File: config.mk
export PLATFORM = sky130hd
export DESIGN_NAME = ssr_ctrl
export DESIGN_NICKNAME = d
export VERILOG_FILES = /design/src/hdl/ssr_pkg.sv /design/src/hdl/ssr_ctrl.sv
export SDC_FILE = /design/constraint.sdc
export NUM_CORES = 1
export LEC_CHECK = 0
export BUFFER_PORTS_ARGS = -buffer_cell sky130_fd_sc_hd__buf_4
export CAP_MARGIN = 20
export CORE_AREA = 4 4 41 43
export CTS_CLUSTER_DIAMETER = 200
export DETAILED_ROUTE_END_ITERATION = 16
export DIE_AREA = 0 0 45 47
export PLACE_DENSITY = 0.59
export SYNTH_ARGS = -nofsm -noshare
export SYNTH_HDL_FRONTEND = slang
export SYNTH_SLANG_ARGS = --single-unit
File: constraint.sdc
create_clock -name clock -period 2.68 [get_ports clock]
set_input_delay 0.268 -clock clock [delete_from_list [all_inputs] [get_ports clock]]
set_output_delay 0.268 -clock clock [all_outputs]
set_load 0.01 [all_outputs]
File: src/hdl/ssr_pkg.sv
`timescale 1ns / 1ps

package ssr_pkg;

   localparam int SETS              = 2048;
   localparam int WAYS              = 16;
   localparam int SIG_TABLE_ENTRIES = 16384;

   localparam int SET_W    = $clog2(SETS);
   localparam int SIG_W    = $clog2(SIG_TABLE_ENTRIES);
   localparam int RRPV_W   = 3;
   localparam int CTR_W    = 2;
   localparam int WAY_IN_W = 4;
   localparam int VICTIM_W = 4;
   localparam int ACC_W    = 2;
   localparam int PC_W     = 48;

   localparam int CLEAR_CYCLES = (SIG_TABLE_ENTRIES > SETS) ? SIG_TABLE_ENTRIES : SETS;
   localparam int CLR_W        = $clog2(CLEAR_CYCLES);

   localparam logic [RRPV_W-1:0] RRPV_DISTANT = 3'd7;
   localparam logic [RRPV_W-1:0] RRPV_LONG    = RRPV_DISTANT - 3'd3;
   localparam logic [RRPV_W-1:0] RRPV_NEAR    = 3'd0;
   localparam logic [CTR_W-1:0]  CTR_MAX      = 2'd3;
   localparam logic [CTR_W-1:0]  CTR_MIN      = 2'd0;

   localparam logic OP_VICTIM = 1'b0;
   localparam logic OP_UPDATE = 1'b1;

   localparam logic [ACC_W-1:0] ACC_DEMAND    = 2'd0;
   localparam logic [ACC_W-1:0] ACC_PREFETCH  = 2'd1;
   localparam logic [ACC_W-1:0] ACC_WRITEBACK = 2'd2;

   typedef struct packed {
      logic [RRPV_W-1:0] rrpv;
      logic              reused;
      logic              prefetched;
      logic [SIG_W-1:0]  signature;
   } line_type;

   localparam line_type LINE_RESET = '{
      rrpv: RRPV_DISTANT, reused: 1'b0, prefetched: 1'b0, signature: '0};

   typedef struct packed {
      logic clear;
      logic capture;
      logic latch_new;
      logic read_old;
      logic write_victim;
      logic write_update;
      logic load_rsp;
   } cmd_type;

   typedef struct packed {
      logic clear_last;
      logic is_victim;
      logic rsp_free;
   } status_type;

endpackage

File: src/hdl/ssr_ctrl.sv
`timescale 1ns / 1ps

module ssr_ctrl (
   input  logic                clock,
   input  logic                reset,
   input  logic                req_valid,
   output logic                req_stall,
   input  ssr_pkg::status_type status,
   output ssr_pkg::cmd_type    cmd
);

   typedef enum logic [3:0] {
      ST_CLEAR = 4'b0001,
      ST_IDLE  = 4'b0010,
      ST_ROW   = 4'b0100,
      ST_CTR   = 4'b1000
   } state_type;

   state_type state_ff, state_in;

   always_comb begin
      state_in  = state_ff;
      cmd       = '0;
      req_stall = 1'b1;
      unique case (state_ff)
         ST_CLEAR: begin
            cmd.clear = 1'b1;
            if (status.clear_last) begin
               state_in = ST_IDLE;
            end
         end
         ST_IDLE: begin
            req_stall = 1'b0;
            if (req_valid) begin
               cmd.capture = 1'b1;
               state_in    = ST_ROW;
            end
         end
         ST_ROW: begin
            if (status.is_victim) begin
               if (status.rsp_free) begin
                  cmd.write_victim = 1'b1;
                  cmd.load_rsp     = 1'b1;
                  state_in         = ST_IDLE;
               end
            end else begin
               cmd.latch_new = 1'b1;
               cmd.read_old  = 1'b1;
               state_in      = ST_CTR;
            end
         end
         ST_CTR: begin
            cmd.write_update = 1'b1;
            state_in         = ST_IDLE;
         end
         default: begin
            state_in = ST_CLEAR;
         end
      endcase
   end

   always_ff @(posedge clock) begin
      if (reset) begin
         state_ff <= ST_CLEAR;
      end else begin
         state_ff <= state_in;
      end
   end

   a_accept_to_row: assert property (@(posedge clock) disable iff (reset)
      (req_valid && !req_stall) |=> (state_ff == ST_ROW))
      else $error("accepted beat did not start a row read");

   a_update_to_ctr: assert property (@(posedge clock) disable iff (reset)
      (state_ff == ST_ROW && !status.is_victim) |=> (state_ff == ST_CTR))
      else $error("update did not reach the counter step");

endmodule

==> run_results.csv <==
group,metric,value,unit
final_layout,finish.net_count,56,
die,ioPinCount,14,
setup_path,critical-path-top-delay-family,"simple AND/OR/NAND/NOR gates",
sta,tns,0,ns
synthesis,syn_inst,37,
final_layout,largest_reg_flops,4,
synthesis,muxShareOfSynthArea,0,%
sta,tightest_slew,0.368,ns
placement,io_buffers,13,
sta,fmax,560,MHz
grt,grt_pass1_vias,261,
setup_path,path_max_fanout,9,
synthesis,ys_warn_count,0,
die,start_util,25.1,%
cts,post_cts_resized,0,
setup_path,slowest_stage,"or4b_4",
drt,drt_wl_total,682,µm
setup_path,worst-path-buf-inv,1,
setup_path,cp_cell_sequence,"or4b_4 > nor2_1 > buf_4",
pwr,vdd_drop_max,302,µV
synthesis,synth_top_family_by_area,"simple AND/OR/NAND/NOR gates",
sta,hold_violations,0,
grt,antenna_found_initial,0,
cts,cts_root_buf,"clkbuf_4",
placement,dp_slack,1.17,ns
setup_path,worstSetupEndpointType,"primary output",
drt,ant_nets,0,
hold_path,hp-class,"primary input to flip-flop",
sta,maxSlewHeadroom,75.1,%
cts,cts.sinks,4,
setup_path,worstPathArrival,1.52,ns
grt,grt_util_all_layers,7.58,%
synthesis,synthSimpleGateAreaFrac,41.4,%
synthesis,synth_nets,43,
sta,min_period_over_period,66.6,%
final_layout,top_regs,"state_ff: 4 flops",
sta,fin_skew,0.00494,ns
sta,finalMaxSlewViolations,0,
die,die_w,45,µm
pwr,power_density,432,nW/µm²
setup_path,path_class,"flip-flop to primary output",
setup_path,required,2.41,ns
sta,rsz0062_at_grt,"false",
synthesis,ys_seq_area_share,24.5,%
grt,grt_pass1_wl,1120,µm
synthesis,avgSynthCellArea,8.83,µm²
drt,wl_per_cell,10.8,µm
die,die_y,47,µm
cts,cts_tree,"built",
cts,clk_pin_slew,0.04,ns
placement,place.gp.congestion,0.776,
sta,timing.hold.ws,0.225,ns
cts,cts_setup_buffers,0,
flow_run,drv_cap,0,
sta,setup_viol,0,
synthesis,synth_compound_area_share,16.5,%
grt,grt-ovfl-total,0,
die,dieArea,2120,µm²
final_layout,layout-drive-gt1-share,41.7,%
synthesis,synth_xor_area_share,2.68,%
status,status,"finished clean",
drt,dr.pass1.iters,2,
drt,num_vias,301,
sta,worst_slack,0.895,ns
synthesis,syn_area,327,µm²
die,coreArea,1300,µm²
setup_path,start_kind,"flip-flop",
final_layout,top_register,"state_ff",
synthesis,ys_ff_latch,4,
sta,period_needed,1.79,ns
final_layout,area_delta_synth_final,29.9,%
cts,cts_max_level,1,
synthesis,yosys.area_share.adder,0,%
cts,cts.path.max_buffers,2,
synthesis,synth_cell_type_count,23,
drt,viasPerCell,4.78,
placement,dpl.hpwl,543,µm
drt,drtIter0Drc,4,
setup_path,cp_slowest_stage_delay,0.52,ns
pwr,leakagePower,0.191,nW
die,rows,13,
grt,grt_max_degree,11,
cts,clock_latency,0.23,ns
cts,cts_buffers,3,
cts,cts_hold_buf,0,
final_layout,n_antenna_cell,0,
drt,route.detailed.drc,0,
[area by class of cell]
class	instances	area, µm²
Clock buffer	3	22.5
Fill cell	148	877
Inverter	2	7.51
Multi-Input combinational cell	26	198
Sequential cell	4	80.1
Tap cell	15	18.8
Timing Repair Buffer	13	97.6
[logic make-up after synthesis]
logic type | count (synthesis)
DFF | 4
AOI/OAI and AO/OA | 7
and+or+nand+nor | 18
buffers and inverters | 7
xor gates and xnor gates | 1
[cell usage after synthesis]
cell type	count	area (µm²)
buf_6	1	11.3
a22oi_1	1	7.51
and3_1	1	6.26
a2111oi_1	1	10.0
xor2_1	1	8.76
or4b_4	2	27.5
nor4_1	1	6.26
o21ai_0	2	10.0
o311ai_0	1	8.76
nor4b_2	1	15.0
buf_4	4	30.0
nor2_1	4	15.0
nor3b_2	1	12.5
a21o_1	1	7.51
nand2b_1	1	6.26
nor2b_1	1	6.26
nor3b_1	2	15.0
o21ba_1	1	10.0
nor3_1	2	10.0
inv_1	2	7.51
and2_1	1	6.26
and3b_1	1	8.76
dfxtp_1	4	80.1
[report_power, final]
group          switching, mW  leakage, nW  total (mW)  internal, mW
clock network         0.0219       0.0138      0.0717        0.0499
logic                 0.0152        0.144      0.0377        0.0225
registers            0.00964       0.0327      0.0736        0.0639
total                 0.0467        0.191       0.183         0.136
[cell usage in the layout, fill, tap and decap left out, types with 2 or more instances in the layout]
cell type	count
nor3b_1	2
inv_1	2
nor2_1	4
buf_4	13
clkbuf_4	3
o21ai_0	2
dfxtp_1	4
or4b_4	2
nor3_1	2
[worst reg2reg max path: stages, from the launching register on]
cell and delay, ns:
dfxtp_1 0.38, or4b_4 0.58, nor3b_2 0.28, a2111oi_1 0.09
[layer usage]
layer / GRT usage, % / share of wire (%)
met1: 10.0 / 49
met2: 9.32 / 38
met3: 6.13 / 13
met4: 1.75 / 0
met5: 0 / 0
[per-stage QoR]
stage / instances / area (µm²) / power, mW / utilization [%]
after floorplan: 37 / 327 / 0.100 / -
final: 63 / 424 / 0.183 / 32.6
after global placement: 60 / 402 / 0.113 / 30.9
after CTS: 63 / 424 / 0.187 / 32.6
after global routing: 63 / 424 / 0.199 / 32.6
after detailed placement: 60 / 402 / 0.112 / 30.9
[final timing paths]
check	slack, ns	to	depth (start not counted)	from
setup / recovery	0.89	cmd[5]	3	state_ff[1]
hold / removal	0.23	state_ff[3]	2	reset
setup reg to reg	1.22	state_ff[1]	3	state_ff[1]
hold reg to reg	0.69	state_ff[3]	2	state_ff[2]
No activity file was read; power rests on OpenSTA's default activity.
